File: config.mk
export PLATFORM = sky130hd
export DESIGN_NAME = ssi_fifo
export DESIGN_NICKNAME = d
export VERILOG_FILES = /design/src/ssi_fifo.sv
export SDC_FILE = /design/constraint.sdc
export NUM_CORES = 1
export LEC_CHECK = 0
export BUFFER_PORTS_ARGS = -buffer_cell sky130_fd_sc_hd__buf_2
export CORE_MARGIN = 3
export CORE_UTILIZATION = 35
export DETAILED_ROUTE_END_ITERATION = 10
export PLACE_DENSITY = 0.6
export SLEW_MARGIN = 15
export SYNTH_ARGS = -nofsm -noshare
export SYNTH_HDL_FRONTEND = slang
export SYNTH_SLANG_ARGS = --single-unit
File: constraint.sdc
create_clock -name clk -period 1.7 [get_ports clk]
set_input_delay 0.34 -clock clk [delete_from_list [all_inputs] [get_ports clk]]
set_output_delay 0.34 -clock clk [all_outputs]
set_load 0.005 [all_outputs]
File: src/ssi_fifo.sv
`timescale 1ns / 1ps
module ssi_fifo #(
	parameter int WIDTH = 8,
	parameter int DEPTH = 4
) (
	input logic clk,
	input logic arst_n,
	input logic wr_en,
	input logic [WIDTH-1:0] wr_data,
	input logic rd_en,
	output logic [WIDTH-1:0] rd_data,
	output logic empty,
	output logic full
);
	localparam int AW = (DEPTH > 1) ? $clog2(DEPTH) : 1;
	localparam int CW = $clog2(DEPTH + 1);

	logic [WIDTH-1:0] mem_q [DEPTH];
	logic [AW-1:0] wr_ptr_q;
	logic [AW-1:0] rd_ptr_q;
	logic [CW-1:0] cnt_q;

	function automatic logic [AW-1:0] next_ptr(input logic [AW-1:0] p);
		return (p == AW'(DEPTH - 1)) ? '0 : p + AW'(1);
	endfunction

	assign empty = (cnt_q == '0);
	assign full = (cnt_q == CW'(DEPTH));
	assign rd_data = mem_q[rd_ptr_q];

	always_ff @(posedge clk) begin
		if (wr_en) begin
			mem_q[wr_ptr_q] <= wr_data;
		end
	end

	always_ff @(posedge clk or negedge arst_n) begin
		if (!arst_n) begin
			wr_ptr_q <= '0;
			rd_ptr_q <= '0;
			cnt_q <= '0;
		end else begin
			if (wr_en) begin
				wr_ptr_q <= next_ptr(wr_ptr_q);
			end
			if (rd_en) begin
				rd_ptr_q <= next_ptr(rd_ptr_q);
			end
			case ({wr_en, rd_en})
				2'b10: cnt_q <= cnt_q + CW'(1);
				2'b01: cnt_q <= cnt_q - CW'(1);
				default: cnt_q <= cnt_q;
			endcase
		end
	end

`ifndef SYNTHESIS
	a_no_overflow: assert property (@(posedge clk) disable iff (!arst_n)
		wr_en |-> !full)
		else $error("Write to a full queue.");

	a_no_underflow: assert property (@(posedge clk) disable iff (!arst_n)
		rd_en |-> !empty)
		else $error("Read from an empty queue.");
`endif

endmodule

==> results.cfg <==
[worst_hold_path]
hold_path.class = primary input to flop
whs_path_depth = 1

[die]
coreArea_sq_um = 4170
die_area_sq_um = 5330
start_util = 0.377
row_count = 23
num_io_pins = 22
die_h_um = 73.0
die_w_um = 73.0

[pwr]
internal_power_uw = 2230
cellPowerDensity_nw_per_um2 = 1600
leakagePower_uw = 0.000745
switchingPower_uw = 819
peakVddDrop_uv = 479
switching_share = 0.268
power.share.sequential = 0.456
clockPowerShare = 0.256
combPwrFrac = 0.288

[routing]
antenna_left = 0
totalWireLength_um = 2530
via_per_inst = 4.71
drc = 0
first_pass_iters = 2
drt_iter0_drc = 25
vias = 772
routedWlPerCell_um = 15.4

[worst_setup_path]
critPathBufInv = 2
cp_num_cells = 3
rr_worst_depth = 5
crit_arrival_ns = 1.45
crit_required_ns = 1.36
cp-start-kind = flop
crit_family = multiplexers
path_class = flop to output port
crit_fanout = 5
crit_path_cell_trace = buf_6, mux4_2, buf_2
critical-path-slowest-cell = mux4_2
cp-end-kind = output port
max_stage_delay_ns = 0.50

[clock_tree]
h-tree-depth = 2
worstSkewPairLatency_ns = 0.29
root_buffer = clkbuf_8
cts_tree = yes
clockBufferDepth = 2
clk_pin_slew_ns = 0.07
clock-sinks = 39
numCtsBuffers = 5

[global_routing]
grt.overflow.total = 0
grt_max_degree = 13
grt_usage = 0.109
grt_pass1_vias = 842
antenna_found_initial = 0
grt_pass1_wl_um = 4040

[yosys]
syn-cell-area_sq_um = 1570
synth_cells = 80
synth_area_per_cell_sq_um = 19.7
yosysUniqueCellTypes = 19
syn-num-nets = 99
seq_area_frac_synth = 0.722
synth_warnings = 0
synth_seq_cells = 39

[sta]
holdWs_ns = 0.266
report.final.slew_viol_count = 0
rsz0062_at_grt = yes
hold_viol = 0
skew_ns = 0.00558
fin_crit_sh = 1.06
max-slew-margin-rel = 0.688
setup_viol = 8
setup_tns_ns = -0.587
timing.fmax_ghz = 0.557
finalCriticalPeriod_ns = 1.79
worst_slack_ns = -0.0946
tightest_slew_ns = 0.468

[place]
gp_routability_congestion = 0.768
dpl.cell_count = 154
place_area_sq_um = 1760
place_hpwl_um = 1730
portBuffers = 21

[finish]
syn_to_final_growth_pct = 21.2
nets = 132
stdcell_area_sq_um = 1910
final_common_cell = edfxtp_1
mostFrequentLayoutCells = edfxtp_1 (32), buf_2 (21), mux4_2 (8)
final_cell_count_no_fill = 164
n_antenna_cell = 0
final_util = 0.457
drive_gt1_frac = 0.404

[flow_run]
timing.max_cap.violations = 0

[status]
violations = negative setup slack
outcome = finished with violations
-- registers in the layout (all words and copies together) (netlist names) --
register,flops
mem_q,32
cnt_q,3
wr_ptr_q,2
rd_ptr_q,2
-- power by group through the flow --
stage	clock network (uW)	registers [uW]	logic [uW]
3_3_place_gp	0	1390	845
5_1_grt	854	1420	1000
3_5_place_dp	0	1410	875
6_report	783	1390	880
4_1_cts	804	1400	909
2_1_floorplan	0	1340	606
-- worst register-to-register path, cell delays in order, from the launching register on --
cell	delay [ns]
dfrtp_1	0.40
inv_1	0.09
fa_1	0.43
xor2_1	0.15
nor2_1	0.11
xor2_1	0.15
-- metal layers --
metal / GRT usage / routed length, um / vias up
met5: 0 / 0 / -
met4: 0.0553 / 55 / 0
met3: 0.0427 / 133 / 8
met2: 0.193 / 1350 / 16
met1: 0.109 / 988 / 384
li1: - / - / 364
-- layout make-up --
cell class	instances	area, sq um
multi-input cells	33	398
flip-flops and latches	39	1140
fillers	367	2270
clock inverters	2	35.0
clock buffers	6	82.6
repair buffers	28	168
well taps	50	62.6
inverters	6	22.5
-- logic make-up after synthesis --
kind of cell               count (synthesis)  share of synthesized area
AOI/OAI and AO/OA                          2                    0.00636
buffers and inverters                      8                     0.0247
muxes                                     11                      0.135
xor gates and xnor gates                   3                     0.0167
and+or+nand+nor                           10                     0.0342
adders and majority gates                  7                     0.0605
DFF                                       39                      0.722
-- cells in the mapped netlist --
library cell | n | share of area
xnor2_1 | 1 | 0.0056
ha_1 | 6 | 0.048
nor3_1 | 1 | 0.0032
dfrtp_1 | 7 | 0.11
or3_1 | 1 | 0.0040
fa_1 | 1 | 0.013
mux4_2 | 8 | 0.11
nand2_1 | 1 | 0.0024
edfxtp_1 | 32 | 0.61
and2_1 | 4 | 0.016
buf_6 | 1 | 0.0072
buf_2 | 1 | 0.0032
inv_1 | 6 | 0.014
mux2i_1 | 1 | 0.0064
xor2_1 | 2 | 0.011
nor2_1 | 2 | 0.0048
o21ai_0 | 2 | 0.0064
and3_1 | 1 | 0.0040
mux2_2 | 2 | 0.014
-- metrics by stage --
step / worst slack [ns] / total power, uW
final: -0.0946 / 3050
after global routing: -0.167 / 3270
after CTS: -0.110 / 3110
after detailed placement: 0.0475 / 2290
after global placement: 0.0972 / 2240
after floorplan: 0.273 / 1950
-- path summary, 6_finish.rpt --
check | slack (ns) | endpoint | from
setup / recovery | -0.09 | rd_data[1] | rd_ptr_q[0]$_DFFE_PN0P_
hold / removal | 0.27 | mem_q[2][4]$_DFFE_PP_ | wr_data[4]
setup reg to reg | 0.31 | cnt_q[2]$_DFFE_PN0P_ | cnt_q[0]$_DFFE_PN0P_
hold reg to reg | 0.51 | cnt_q[2]$_DFFE_PN0P_ | cnt_q[2]$_DFFE_PN0P_
max in group asynchronous | 1.11 | rd_ptr_q[1]$_DFFE_PN0P_ | arst_n
min in group asynchronous | 0.41 | cnt_q[0]$_DFFE_PN0P_ | arst_n
-- what timing repair did --
action	4_1_cts	5_1_grt
hold buffers	1	0
buffers inserted	1	0
endpoints found under the setup margin	8	8
endpoints found under the hold margin	7	0
gates resized for setup	3	0
cloned	0	0
Note: power is estimated with default switching activity, not from simulation.
