<file path="config.mk">
export PLATFORM = sky130hd
export DESIGN_NAME = ssi_accum
export DESIGN_NICKNAME = d
export VERILOG_FILES = /design/src/ssi_pkg.sv /design/src/ssi_accum.sv
export SDC_FILE = /design/constraint.sdc
export NUM_CORES = 1
export LEC_CHECK = 0
export ABC_CLOCK_PERIOD_IN_PS = 6080
export BUFFER_PORTS_ARGS = -buffer_cell sky130_fd_sc_hd__buf_2
export CAP_MARGIN = 0
export CORE_MARGIN = 5
export CORE_UTILIZATION = 60
export DETAILED_ROUTE_END_ITERATION = 16
export MAX_ROUTING_LAYER = met4
export PLACE_DENSITY = 0.81
export SLEW_MARGIN = 5
export SYNTH_ARGS = -nofsm -noshare
export SYNTH_HDL_FRONTEND = slang
export SYNTH_SLANG_ARGS = --single-unit
</file>
<file path="constraint.sdc">
create_clock -name clk -period 6.08 [get_ports clk]
set_input_delay 1.824 -clock clk [delete_from_list [all_inputs] [get_ports clk]]
set_output_delay 1.824 -clock clk [all_outputs]
set_load 0.005 [all_outputs]
</file>
<file path="src/ssi_pkg.sv">
`timescale 1ns / 1ps
package ssi_pkg;

	localparam int DEF_COUNT_BITS = 16;

	localparam int NUM_POINTS_W = 16;
	localparam int STEP_W = 32;
	localparam int SAMPLE_W = 32;
	localparam int RESULT_W = 64;
	localparam int S_ACC_W = 52;
	localparam int T_ACC_W = 36;

	localparam int CFG_INDEX_W = 1;
	localparam int CFG_DATA_W = 32;

	localparam logic [CFG_INDEX_W-1:0] REG_NUM_POINTS = 1'b0;
	localparam logic [CFG_INDEX_W-1:0] REG_STEP_H = 1'b1;

	localparam logic [NUM_POINTS_W-1:0] NUM_POINTS_RST = 16'd3;
	localparam logic [STEP_W-1:0] STEP_H_RST = 32'd16777216;

	localparam int MID_DEPTH = 4;
	localparam int OUT_DEPTH = 8;

	typedef enum logic [2:0] {
		WGT_0 = 3'd0,
		WGT_1 = 3'd1,
		WGT_2 = 3'd2,
		WGT_3 = 3'd3,
		WGT_4 = 3'd4
	} weight_t;

	typedef struct packed {
		logic signed [SAMPLE_W-1:0] re;
		logic signed [SAMPLE_W-1:0] im;
		weight_t ws;
		weight_t wt;
		logic last;
	} item_t;

	localparam int ITEM_W = $bits(item_t);

	typedef struct packed {
		logic signed [S_ACC_W-1:0] s_re;
		logic signed [S_ACC_W-1:0] s_im;
		logic signed [T_ACC_W-1:0] t_re;
		logic signed [T_ACC_W-1:0] t_im;
	} sums_t;

	typedef struct packed {
		logic signed [RESULT_W-1:0] re;
		logic signed [RESULT_W-1:0] im;
		logic sat;
	} result_t;

	localparam int RESULT_BITS = $bits(result_t);

endpackage

</file>
<file path="src/ssi_accum.sv">
`timescale 1ns / 1ps
module ssi_accum (
	input logic clk,
	input logic arst_n,
	input logic mid_empty,
	input ssi_pkg::item_t item,
	output logic mid_pop,
	input logic res_pop,
	output logic sums_valid,
	output ssi_pkg::sums_t sums
);
	import ssi_pkg::*;

	localparam int CW = $clog2(OUT_DEPTH + 1);

	// Results that have left this stage and have not yet been transferred out.
	logic [CW-1:0] credit_q;
	logic take;
	logic issue;
	logic signed [S_ACC_W-1:0] s_re_q;
	logic signed [S_ACC_W-1:0] s_im_q;
	logic signed [T_ACC_W-1:0] t_re_q;
	logic signed [T_ACC_W-1:0] t_im_q;
	logic signed [S_ACC_W-1:0] s_re_nx;
	logic signed [S_ACC_W-1:0] s_im_nx;
	logic signed [T_ACC_W-1:0] t_re_nx;
	logic signed [T_ACC_W-1:0] t_im_nx;
	logic sums_valid_s1;
	sums_t sums_s1;

	function automatic logic signed [S_ACC_W-1:0] weigh_s(input weight_t w,
			input logic signed [SAMPLE_W-1:0] x);
		logic signed [S_ACC_W-1:0] xe;
		logic signed [S_ACC_W-1:0] r;
		xe = {{(S_ACC_W - SAMPLE_W){x[SAMPLE_W-1]}}, x};
		case (w)
			WGT_1: r = xe;
			WGT_2: r = xe <<< 1;
			WGT_4: r = xe <<< 2;
			default: r = '0;
		endcase
		return r;
	endfunction

	function automatic logic signed [T_ACC_W-1:0] weigh_t(input weight_t w,
			input logic signed [SAMPLE_W-1:0] x);
		logic signed [T_ACC_W-1:0] xe;
		logic signed [T_ACC_W-1:0] r;
		xe = {{(T_ACC_W - SAMPLE_W){x[SAMPLE_W-1]}}, x};
		case (w)
			WGT_1: r = xe;
			WGT_3: r = (xe <<< 1) + xe;
			default: r = '0;
		endcase
		return r;
	endfunction

	assign take = !mid_empty && (!item.last || (credit_q < CW'(OUT_DEPTH)));
	assign issue = take && item.last;
	assign mid_pop = take;
	assign sums_valid = sums_valid_s1;
	assign sums = sums_s1;

	assign s_re_nx = s_re_q + weigh_s(item.ws, item.re);
	assign s_im_nx = s_im_q + weigh_s(item.ws, item.im);
	assign t_re_nx = t_re_q + weigh_t(item.wt, item.re);
	assign t_im_nx = t_im_q + weigh_t(item.wt, item.im);

	always_ff @(posedge clk or negedge arst_n) begin
		if (!arst_n) begin
			s_re_q <= '0;
			s_im_q <= '0;
			t_re_q <= '0;
			t_im_q <= '0;
			credit_q <= '0;
			sums_valid_s1 <= 1'b0;
		end else begin
			sums_valid_s1 <= issue;
			if (take) begin
				if (item.last) begin
					s_re_q <= '0;
					s_im_q <= '0;
					t_re_q <= '0;
					t_im_q <= '0;
				end else begin
					s_re_q <= s_re_nx;
					s_im_q <= s_im_nx;
					t_re_q <= t_re_nx;
					t_im_q <= t_im_nx;
				end
			end
			case ({issue, res_pop})
				2'b10: credit_q <= credit_q + CW'(1);
				2'b01: credit_q <= credit_q - CW'(1);
				default: credit_q <= credit_q;
			endcase
		end
	end

	always_ff @(posedge clk) begin
		if (issue) begin
			sums_s1.s_re <= s_re_nx;
			sums_s1.s_im <= s_im_nx;
			sums_s1.t_re <= t_re_nx;
			sums_s1.t_im <= t_im_nx;
		end
	end

`ifndef SYNTHESIS
	a_credit_bound: assert property (@(posedge clk) disable iff (!arst_n)
		credit_q <= CW'(OUT_DEPTH))
		else $error("More results in flight than the output queue holds.");

	a_clear_after_last: assert property (@(posedge clk) disable iff (!arst_n)
		issue |=> (s_re_q == '0 && s_im_q == '0 && t_re_q == '0 && t_im_q == '0))
		else $error("Accumulators not cleared after the last sample of a run.");
`endif

endmodule

</file>
==> out/metrics.yaml <==
drv_cap: 0
clock_path_buffers: 3
ys_warn_count: 0
gpl.final_weighted_congestion: 0.992
p_sw_w: 0.00403
finalPower_w: 0.0109
nets: 3567
synth_top_cells_by_count: "ha_1 (237), a21oi_1 (220), nand2_1 (220), dfrtp_1 (181), nor2_1 (180)"
synth_area_leaders: "edfxtp_1 (20%), dfrtp_1 (17%), ha_1 (11%), a22o_1 (5.4%), xnor2_1 (4.5%)"
cp.required_ns: 6.61
grt_pass1_wl_mm: 131
r2r_setup_slack_ns: 2.32
synth_cells: 2779
num_rows: 77
worst_setup_path_end_kind: "register"
cts_max_level: 2
path_max_fanout: 4
grt_pass1_vias: 24339
crit_arrival_ns: 6.58
crit_slowest_cell: "a41oi_2"
layout-drive-gt1-share_pct: 22.1
clockPowerShare_pct: 25.0
cp_top_family: "compound AO/OA/AOI/OAI gates"
synth-seq-cells: 357
synth_edf_count: 176
instances_no_fill: 3886
setup_viol: 0
final-max-slew-violation-count: 0
async_flop_share_pct: 50.7
yosysSeqAreaShare_pct: 36.9
drt_wl_total_mm: 83.5
period_share_pct: 99.6
tightest_slew_ns: 0.921
dp_slack_ns: -0.553
wl_per_cell_um: 21.5
io_buffers: 252
status: "finished clean"
hold_viol: 0
grt_usage_pct: 34.4
slew_headroom_pct: 38.6
ios: 253
fp.coreArea_um2: 44000
dp_cells: 3795
drcViolationCount: 0
cpPeakStageDelay_ns: 0.32
period_minus_slack_ns: 6.05
dr.pass1.iters: 6
hold_path_class: "register to register"
root_buffer: "clkbuf_16"
fin_ws_ns: 0.0256
cts_tree: "done"
initial_core_util_pct: 60.4
antenna_found_initial: 12
p_per_area_nw_per_um2: 339
grt-ovfl-total: 0
cts.sinks: 357
finish.utilization_pct: 73.0
synth_nets: 3098
syn-cell-area_um2: 26600
dp_hpwl_mm: 61.9
hold_buffers: 0
synth_area_per_cell_um2: 9.57
vias: 24755
synth_ff_type: "dfrtp_1"
seqPwrFrac_pct: 33.9
switching_share_pct: 37.0
ant_nets: 0
p_comb_share_pct: 41.1
vdd_drop_max_mv: 0.295
critical_path_class: "input port to register"
drtIter0Drc: 2231
syn_to_final_growth_pct: 20.9
synth_most_common_cell: "ha_1"
chipHeight_um: 220
avgViaCountPerCell: 6.37
critPathLaunchType: "input port"
p_leak_nw: 15.5
ys_types: 102
die-area_um2: 48600
path_clk_slew_ns: 0.07
fmax_mhz: 165
synth_largest_area_cell: "edfxtp_1"
synth_top_area_share_pct: 19.9
fp.dieW_um: 220
p_int_w: 0.00687
grt_max_degree: 175
cts_buffers: 41
clock_latency_ns: 0.59
fin_skew_ns: 0.0253
crit_buf_inv: 5
worst min-delay path, cell delays in order (launching register included):
cell,delay (ns)
dfrtp_1,0.35
nand2_1,0.05
nand2_1,0.05
final cells by class:
type                    count  area (µm²)
fillers                  3278       11900
flip-flops and latches    357        9810
inverters                  55         210
multi-input cells        2220       16100
diodes                     13        32.5
repair buffers            573        3790
clock inverters            23         338
clock buffers              53        1130
well taps                 592         741
final timing paths:
check | startpoint | to | depth (start not counted)
min in group asynchronous | arst_n | s_re_q[43]$_DFFE_PN0P_ | 1
min reg2reg | s_re_q[0]$_DFFE_PN0P_ | s_re_q[0]$_DFFE_PN0P_ | 2
max reg2reg | s_im_q[0]$_DFFE_PN0P_ | s_im_q[50]$_DFFE_PN0P_ | 13
min | s_re_q[0]$_DFFE_PN0P_ | s_re_q[0]$_DFFE_PN0P_ | 2
max in group asynchronous | arst_n | s_im_q[38]$_DFFE_PN0P_ | 2
max | item[8] | t_im_q[31]$_DFFE_PN0P_ | 25
repair_timing:
action,CTS,global route
hold endpoints to repair,0,0
buffers inserted,0,2
setup endpoints to repair,0,20
resized for setup,0,18
per-layer routing:
| metal | global-route usage [%] | vias to the layer above | part of all wire, % |
|---|---|---|---|
| li1 | - | 11529 | - |
| met1 | 44.0 | 11974 | 41 |
| met2 | 55.6 | 1007 | 48 |
| met3 | 4.00 | 245 | 6.3 |
| met4 | 15.0 | 0 | 4.7 |
| met5 | - | - | 0 |
sequential cells by signal (all words and copies together), names as in the netlist:
| register | cells |
|---|---|
| s_re_q | 52 |
| sums | 176 |
| credit_q | 4 |
| t_im_q | 36 |
| sums_valid | 1 |
| s_im_q | 52 |
| t_re_q | 36 |
power groups by stage:
stage	sequential, W	combinational [W]	clock, W
finish	0.00370	0.00448	0.00272
CTS	0.00368	0.00440	0.00276
global placement	0.00370	0.00423	0
detailed placement	0.00371	0.00434	0
global route	0.00374	0.00486	0.00286
floorplan	0.00362	0.00289	0
metrics by stage:
stage	TNS, ns	hold WS, ns	instance area, µm²
2_1_floorplan	0	0.442	26700
3_3_place_gp	-6.96	0.456	30500
3_5_place_dp	-12.85	0.467	30500
4_1_cts	0	0.482	32000
5_1_grt	-0.0728	0.506	32100
6_report	0	0.479	32100
layout by cell type (no fill, tap or decap), drive strengths merged, types with 35 or more instances in the layout:
master,n
buf,572
ha,237
nand2,221
a21oi,221
o21ai,186
dfrtp,181
nor2,180
edfxtp,176
a22o,163
a21o,155
xnor2,136
xor2,84
a22oi,63
nand3,57
inv,56
clkbuf,54
a211oi,44
nand4,42
mux2i,35
cell families (layout without fill, tap and decap cells):
logic type	after synthesis	count (layout)	share of synthesized area, %
buf+inv	202	704	3.41
xor+xnor	220	220	7.25
mux	36	36	1.36
flops	357	357	36.9
other cells	0	13	0
fa+ha+maj	244	244	11.7
simple gates	670	670	11.9
compound gates	1050	1050	27.4
No activity file was read; power rests on OpenSTA's default activity.
