## config.mk

```make
export PLATFORM = sky130hd
export DESIGN_NAME = ssi_front
export DESIGN_NICKNAME = d
export VERILOG_FILES = /design/src/ssi_pkg.sv /design/src/ssi_front.sv
export SDC_FILE = /design/constraint.sdc
export NUM_CORES = 1
export LEC_CHECK = 0
export BUFFER_PORTS_ARGS = -buffer_cell sky130_fd_sc_hd__buf_2
export CAP_MARGIN = 20
export CELL_PAD_IN_SITES_DETAIL_PLACEMENT = 1
export CELL_PAD_IN_SITES_GLOBAL_PLACEMENT = 1
export CORE_AREA = 3 3 196 102
export DETAILED_ROUTE_END_ITERATION = 6
export DIE_AREA = 0 0 199 105
export GPL_TIMING_DRIVEN = 0
export PLACE_DENSITY = 0.61
export RECOVER_POWER = 50
export SLEW_MARGIN = 15
export SYNTH_ARGS = -nofsm -noshare
export SYNTH_HDL_FRONTEND = slang
export SYNTH_SLANG_ARGS = --single-unit
```

## constraint.sdc

```tcl
create_clock -name clk -period 25.8 [get_ports clk]
set_clock_uncertainty 0.15 [all_clocks]
set_input_delay 3.87 -clock clk [delete_from_list [all_inputs] [get_ports clk]]
set_output_delay 3.87 -clock clk [all_outputs]
set_load 0.03 [all_outputs]
```

## src/ssi_pkg.sv

```systemverilog
`timescale 1ns / 1ps
package ssi_pkg;

	localparam int DEF_COUNT_BITS = 16;

	localparam int NUM_POINTS_W = 16;
	localparam int STEP_W = 32;
	localparam int SAMPLE_W = 32;
	localparam int RESULT_W = 64;
	localparam int S_ACC_W = 52;
	localparam int T_ACC_W = 36;

	localparam int CFG_INDEX_W = 1;
	localparam int CFG_DATA_W = 32;

	localparam logic [CFG_INDEX_W-1:0] REG_NUM_POINTS = 1'b0;
	localparam logic [CFG_INDEX_W-1:0] REG_STEP_H = 1'b1;

	localparam logic [NUM_POINTS_W-1:0] NUM_POINTS_RST = 16'd3;
	localparam logic [STEP_W-1:0] STEP_H_RST = 32'd16777216;

	localparam int MID_DEPTH = 4;
	localparam int OUT_DEPTH = 8;

	typedef enum logic [2:0] {
		WGT_0 = 3'd0,
		WGT_1 = 3'd1,
		WGT_2 = 3'd2,
		WGT_3 = 3'd3,
		WGT_4 = 3'd4
	} weight_t;

	typedef struct packed {
		logic signed [SAMPLE_W-1:0] re;
		logic signed [SAMPLE_W-1:0] im;
		weight_t ws;
		weight_t wt;
		logic last;
	} item_t;

	localparam int ITEM_W = $bits(item_t);

	typedef struct packed {
		logic signed [S_ACC_W-1:0] s_re;
		logic signed [S_ACC_W-1:0] s_im;
		logic signed [T_ACC_W-1:0] t_re;
		logic signed [T_ACC_W-1:0] t_im;
	} sums_t;

	typedef struct packed {
		logic signed [RESULT_W-1:0] re;
		logic signed [RESULT_W-1:0] im;
		logic sat;
	} result_t;

	localparam int RESULT_BITS = $bits(result_t);

endpackage

```

## src/ssi_front.sv

```systemverilog
`timescale 1ns / 1ps
module ssi_front #(
	parameter int COUNT_BITS = ssi_pkg::DEF_COUNT_BITS
) (
	input logic clk,
	input logic arst_n,
	input logic [ssi_pkg::NUM_POINTS_W-1:0] num_points,
	input logic accept,
	input logic signed [ssi_pkg::SAMPLE_W-1:0] sample_re,
	input logic signed [ssi_pkg::SAMPLE_W-1:0] sample_im,
	output ssi_pkg::item_t item
);
	import ssi_pkg::*;

	localparam int NW = ((COUNT_BITS > NUM_POINTS_W) ? COUNT_BITS : NUM_POINTS_W) + 1;
	localparam logic [NW-1:0] N_MAX = NW'(1) << COUNT_BITS;

	logic [COUNT_BITS-1:0] index_q;
	logic [NW-1:0] n_pts;
	logic [NW-1:0] n_last;
	logic [NW-1:0] m_pts;
	logic [NW-1:0] tail_start;
	logic [NW-1:0] idx;
	logic [NW-1:0] pos;
	logic [NW-1:0] k;
	logic odd;

	always_comb begin
		n_pts = NW'(num_points);
		if (n_pts > N_MAX) begin
			n_pts = N_MAX;
		end
		if (n_pts < NW'(3)) begin
			n_pts = NW'(3);
		end
		n_last = n_pts - NW'(1);
		odd = n_pts[0];
		m_pts = odd ? n_pts : n_pts - NW'(3);
		tail_start = n_pts - NW'(4);
		idx = NW'(index_q);
		pos = (idx > n_last) ? n_last : idx;
		k = pos - tail_start;

		item.re = sample_re;
		item.im = sample_im;
		item.last = (pos == n_last);

		if (m_pts < NW'(3) || pos >= m_pts) begin
			item.ws = WGT_0;
		end else if (pos == '0 || pos == m_pts - NW'(1)) begin
			item.ws = WGT_1;
		end else if (pos[0]) begin
			item.ws = WGT_4;
		end else begin
			item.ws = WGT_2;
		end

		if (odd || pos < tail_start) begin
			item.wt = WGT_0;
		end else if (k == NW'(0) || k == NW'(3)) begin
			item.wt = WGT_1;
		end else begin
			item.wt = WGT_3;
		end
	end

	always_ff @(posedge clk or negedge arst_n) begin
		if (!arst_n) begin
			index_q <= '0;
		end else if (accept) begin
			index_q <= item.last ? '0 : index_q + COUNT_BITS'(1);
		end
	end

endmodule

```

==> results_dict.tcl, run 1 <==
set metrics [dict create \
    r2r_end "index_q[5]$_DFFE_PN0P_" \
    cp_slowest_cell "or4_1" \
    syn_inst 603 \
    coreArea_um2 18300 \
    fin_crit_ps 16010 \
    antenna_found_initial 0 \
    yosysTopAreaCellShare_pct 14.1 \
    avgSynthCellArea_um2 7.63 \
    comb_power_share_pct 69.7 \
    swShare_pct 49.4 \
    cts_buffers 3 \
    stdcell_count 924 \
    synth_xor_area_share_pct 16.1 \
    postCtsSetupBuffers 0 \
    min_from "index_q[14]$_DFFE_PN0P_" \
    nets 822 \
    synth-simple-area-share_pct 23.4 \
    fin_crit_sh_pct 62.0 \
    p_leak_nw 2.38 \
    die_area_um2 20900 \
    post-route-util_pct 29.0 \
    rows 35 \
    critPathRequiredTime_ps 21780 \
    route.detailed.drc 0 \
    initial_utilization_pct 25.1 \
    synth_edf_count 0 \
    synth_area_leader_cell "ha_1" \
    grt_first_pass_wirelength_um 24500 \
    clkLatencyLatePin_ps 250 \
    top_regs "index_q (16)" \
    final_cell_mix "buf_4, ha_1, clkbuf_1" \
    grt.total_usage_pct 14.5 \
    cts_tree "built" \
    pwr-share-clk_pct 13.5 \
    worst_pin_slew_ps 956 \
    r2r-start "index_q[0]$_DFFE_PN0P_" \
    status "finished clean" \
    ys_ff_latch 16 \
    cts.sinks 16 \
    path_buf_inv 9 \
    overflow 0 \
    die_x_um 199 \
    syn_to_final_growth_pct 15.6 \
    synth_fa_ha_area_share_pct 14.6 \
    clockBufferDepth 2 \
    post_cts_resized 0 \
    pre_cts_ws_ps 9740 \
    grt_pass1_vias 4639 \
    postCtsHoldBufs 0 \
    setup_viol 0 \
    hold_path_class "reg -> reg" \
    dp_cells 921 \
    seqCellArea_um2 400 \
    synthFlopType "dfrtp_1" \
    cp-end-kind "output port" \
    path_class "in -> out" \
    top_register "index_q" \
    vias 4573 \
    postRouteWirelength_um 15800 \
    critPathMaxFanout 10 \
    ys_async_sr_fraction_pct 100 \
    worst_hold_slack_ps 514 \
    cpPeakStageDelay_ps 570 \
    arrival_ps 11990 \
    peakVddDrop_mv 0.0196 \
    crit_cells 36 \
    drtIter0Drc 225 \
    setup_tns_ps 0 \
    drv_cap 0 \
    dr.pass1.iters 4 \
    fmax_mhz 62.5 \
    gp_congestion 0.857 \
    drt-vias-per-instance 4.95 \
    largest_reg_flops 16 \
    synth.cell_area_um2 4600 \
    postRouteAntennaNets 0 \
    hold_viol 0 \
    final_max_slew_viol_count 0 \
    grt_max_degree 17 \
    seq_area_frac_synth_pct 8.71 \
    power.total_uw 223 \
    dp_hpwl_um 13400 \
    seqPwrFrac_pct 16.7 \
    maxSlewHeadroom_pct 36.2 \
    fill_cells 2276 \
    intPower_uw 113 \
    multiInputGateArea_um2 3390 \
    hold_depth 2 \
    r2r_slack_ps 21140 \
    htreeDepth 1 \
    rsz0062_at_grt "no" \
    cts-root-buf "clkbuf_16" \
    ys_top_cells_by_area "ha_1, buf_4, xnor2_1, dfrtp_1, xor2_1" \
    dpl_cell_area_um2 5290 \
    power_switching_uw 110 \
    synth_mux_area_share_pct 1.14 \
    fin_area_um2 5320 \
    path_clk_slew_ps 50 \
    synth_compound_area_share_pct 18.3 \
    ff2ff_path_depth 16 \
    power.density_nw_per_um2 41.9 \
    pin_count 154 \
    portBuffers 76 \
    synthDistinctLibCells 72 \
    cp-start-kind "input port" \
    yosys_warnings 0 \
    wl_per_cell_um 17.1 \
    critPathTopFamily "simple AND/OR/NAND/NOR gates" \
    num_antenna_cells 0 \
    dieHeight_um 105 \
    fin_ws_ps 9790 \
    synth_top_family_by_area "simple AND/OR/NAND/NOR gates" \
    drive_above_1_share_pct 21.5 \
    final_common_cell "buf_4" \
    worstHoldEndpoint "index_q[14]$_DFFE_PN0P_" \
]
## power groups by stage
stage	sequential [mW]	clock [mW]	combinational, mW
after CTS	0.0374	0.0308	0.157
after detailed placement	0.0378	0	0.156
after global placement	0.0376	0	0.153
final	0.0372	0.0301	0.155
after global routing	0.0382	0.0320	0.174
after floorplan	0.0349	0	0.118
## how the worst max path moves through the flow
stage,startpoint,to,slack [ps]
floorplan,num_points[4],item[2],10900
CTS,num_points[7],item[2],9740
global placement,num_points[11],item[2],9870
detailed placement,num_points[7],item[2],9740
global route,num_points[7],item[2],9120
finish,num_points[7],item[2],9790
## tightest hold or removal path, cell delays in order, from the launching register on
cell and delay [ps]:
dfrtp_1 450, xnor2_1 100, nor2_1 70
## per-layer routing
metal  GRT usage [%]  up-vias  wire length, um
li1                -     2241                -
met1            19.6     2183             7430
met2            25.4      135             7460
met3            1.26       14              671
met4            2.86        0              213
met5               0        -                0
## Yosys cell counts, drive strengths merged (5+ instances only)
cell type	count
inv	34
o21ai	33
nor3	19
nor2	43
nand2b	5
nand4	19
dfrtp	16
nor4	13
nand2	34
or3	6
xnor3	5
a21oi	35
xnor2	46
and3	9
a31oi	6
ha	52
buf	82
nor2b	6
a21o	8
nand3	25
xor2	25
o31ai	6
clkbuf	13
## layout make-up
cell class	instances	share of cell area, %
Timing Repair Buffer	76	6.31
Tap cell	240	5.65
Buffer	95	12.9
Sequential cell	16	7.53
Inverter	34	2.40
Clock buffer	3	1.41
Multi-Input combinational cell	460	63.9
## logic make-up (layout without fill, tap and decap cells)
family	after synthesis	in the layout
and+or+nand+nor	197	197
buffers and inverters	129	208
AOI/OAI and AO/OA	127	127
xor gates and xnor gates	76	76
adders and majority gates	53	53
DFF	16	16
muxes	4	4
other	1	3
(Power assumes the default switching activity.)
==> inputs of run 2 (changes only) <==
--- a/config.mk
+++ b/config.mk
@@ -13,7 +13,7 @@
 export DETAILED_ROUTE_END_ITERATION = 6
 export DIE_AREA = 0 0 199 105
 export GPL_TIMING_DRIVEN = 0
-export PLACE_DENSITY = 0.61
+export PLACE_DENSITY = 0.63
 export RECOVER_POWER = 50
 export SLEW_MARGIN = 15
 export SYNTH_ARGS = -nofsm -noshare
==> constraint.sdc (replaced) <==
create_clock -name clk -period 13.75 [get_ports clk]
set_clock_uncertainty 0.15 [all_clocks]
set_input_delay 2.0625 -clock clk [delete_from_list [all_inputs] [get_ports clk]]
set_output_delay 2.0625 -clock clk [all_outputs]
set_load 0.03 [all_outputs]
==> run 2 against run 1 <==
  * Critical path depth fell by 3
  * Clock power rose by 84%
  * Worst hold slack improved by 1.2 ps
  * Largest power group unchanged
  * Final area did not move
  * Sequential share of layout area did not move
  * Global-route usage fell by 0.36 points
  * Sequential cell count did not move
  * Total power rose by 87%
  * Utilization did not move
  * Setup slack got worse by 8500 ps
  * Critical path type unchanged
  * Clock-buffer cell count did not move
==> results_dict.tcl, run 2 (synthesized netlist as in run 1, its figures left out) <==
set metrics [dict create \
    drtIter0Drc 184 \
    r2r_end "index_q[5]$_DFFE_PN0P_" \
    stdcell_count 924 \
    clkLatencyLatePin_ps 240 \
    nets 822 \
    final_cell_mix "buf_4, ha_1, clkbuf_1" \
    setup_viol 0 \
    dr.pass1.iters 5 \
    final_max_slew_viol_count 0 \
    portBuffers 76 \
    initial_utilization_pct 25.1 \
    rsz0062_at_grt "no" \
    route.detailed.drc 0 \
    overflow 0 \
    maxSlewHeadroom_pct 42.5 \
    antenna_found_initial 0 \
    coreArea_um2 18300 \
    cts_tree "built" \
    p_leak_nw 2.38 \
    syn_to_final_growth_pct 15.6 \
    min_from "index_q[14]$_DFFE_PN0P_" \
    grt_max_degree 17 \
    fin_ws_ps 1290 \
    r2r_slack_ps 9090 \
    power.total_uw 417 \
    rows 35 \
    critPathRequiredTime_ps 11540 \
    cts_buffers 3 \
    fin_crit_sh_pct 90.6 \
    postCtsSetupBuffers 0 \
    dieHeight_um 105 \
    die_x_um 199 \
    hold_viol 0 \
    dp_cells 921 \
    pre_cts_ws_ps 1250 \
    grt_first_pass_wirelength_um 23800 \
    path_class "in -> out" \
    drive_above_1_share_pct 21.5 \
    top_regs "index_q (16)" \
    worst_pin_slew_ps 863 \
    postRouteWirelength_um 15600 \
    drt-vias-per-instance 4.93 \
    cts-root-buf "clkbuf_16" \
    critPathMaxFanout 10 \
    cpPeakStageDelay_ps 590 \
    grt.total_usage_pct 14.2 \
    largest_reg_flops 16 \
    fmax_mhz 80.3 \
    htreeDepth 1 \
    path_clk_slew_ps 50 \
    final_common_cell "buf_4" \
    dp_hpwl_um 13300 \
    grt_pass1_vias 4459 \
    cp-start-kind "input port" \
    drv_cap 0 \
    hold_depth 2 \
    status "finished clean" \
    peakVddDrop_mv 0.0423 \
    top_register "index_q" \
    worst_hold_slack_ps 515 \
    gp_congestion 0.860 \
    postCtsHoldBufs 0 \
    clockBufferDepth 2 \
    postRouteAntennaNets 0 \
    power.density_nw_per_um2 78.5 \
    vias 4559 \
    worstHoldEndpoint "index_q[14]$_DFFE_PN0P_" \
    cts.sinks 16 \
    cp-end-kind "output port" \
    fin_crit_ps 12460 \
    r2r-start "index_q[0]$_DFFE_PN0P_" \
    wl_per_cell_um 16.9 \
    arrival_ps 10250 \
    post_cts_resized 0 \
    setup_tns_ps 0 \
    ff2ff_path_depth 16 \
    die_area_um2 20900 \
    pin_count 154 \
    cp_slowest_cell "or4_1" \
    hold_path_class "reg -> reg" \
    num_antenna_cells 0 \
]
run 2: cell counts in the layout (fill, tap and decap cells not counted):
No cell type changed its count.
run 2: worst max-delay path by stage:
stage | from | endpoint | slack [ps] | cells past startpoint
floorplan | num_points[4] | item[2] | 2460 | 33
global placement | num_points[14] | item[2] | 1420 | 32
detailed placement | num_points[11] | item[2] | 1250 | 33
CTS | num_points[11] | item[2] | 1230 | 33
global route | num_points[11] | item[2] | 630 | 33
finish | num_points[11] | item[2] | 1290 | 33
run 2: layer usage:
layer / routed length, um / vias to the layer above / track usage [%]
met5: 0 / - / 0
li1: - / 2246 / -
met2: 7430 / 132 / 25.2
met3: 772 / 10 / 1.48
met1: 7250 / 2171 / 18.9
met4: 121 / 0 / 1.95
run 2: report_power, final:
part | switching, mW | total [mW] | internal (mW)
Combinational | 0.175 | 0.292 | 0.117
Clock | 0.0174 | 0.0555 | 0.0381
Sequential | 0.0135 | 0.0697 | 0.0562
Total | 0.206 | 0.417 | 0.211
run 2: stage by stage:
stage / instance area, um2 / util [%]
floorplan: 4610 / -
global placement: 5290 / 28.8
detailed placement: 5290 / 28.8
CTS: 5360 / 29.2
global route: 5320 / 29.0
finish: 5320 / 29.0
run 2: cell type report:
cell class / instances / area [um2]
plain buffers: 95 / 683
clock buffers: 3 / 75.1
fillers: 2310 / 13000
inverters: 34 / 128
multi-input cells: 460 / 3390
flip-flops and latches: 16 / 400
well taps: 240 / 300
repair buffers: 76 / 335
run 2: critical path, delay by kind of cell:
family          cells  cell delay [ps]
fa+ha+maj           3              950
simple gates       12             2860
buf+inv             6             1250
compound gates     11             2730
xor+xnor            1              380
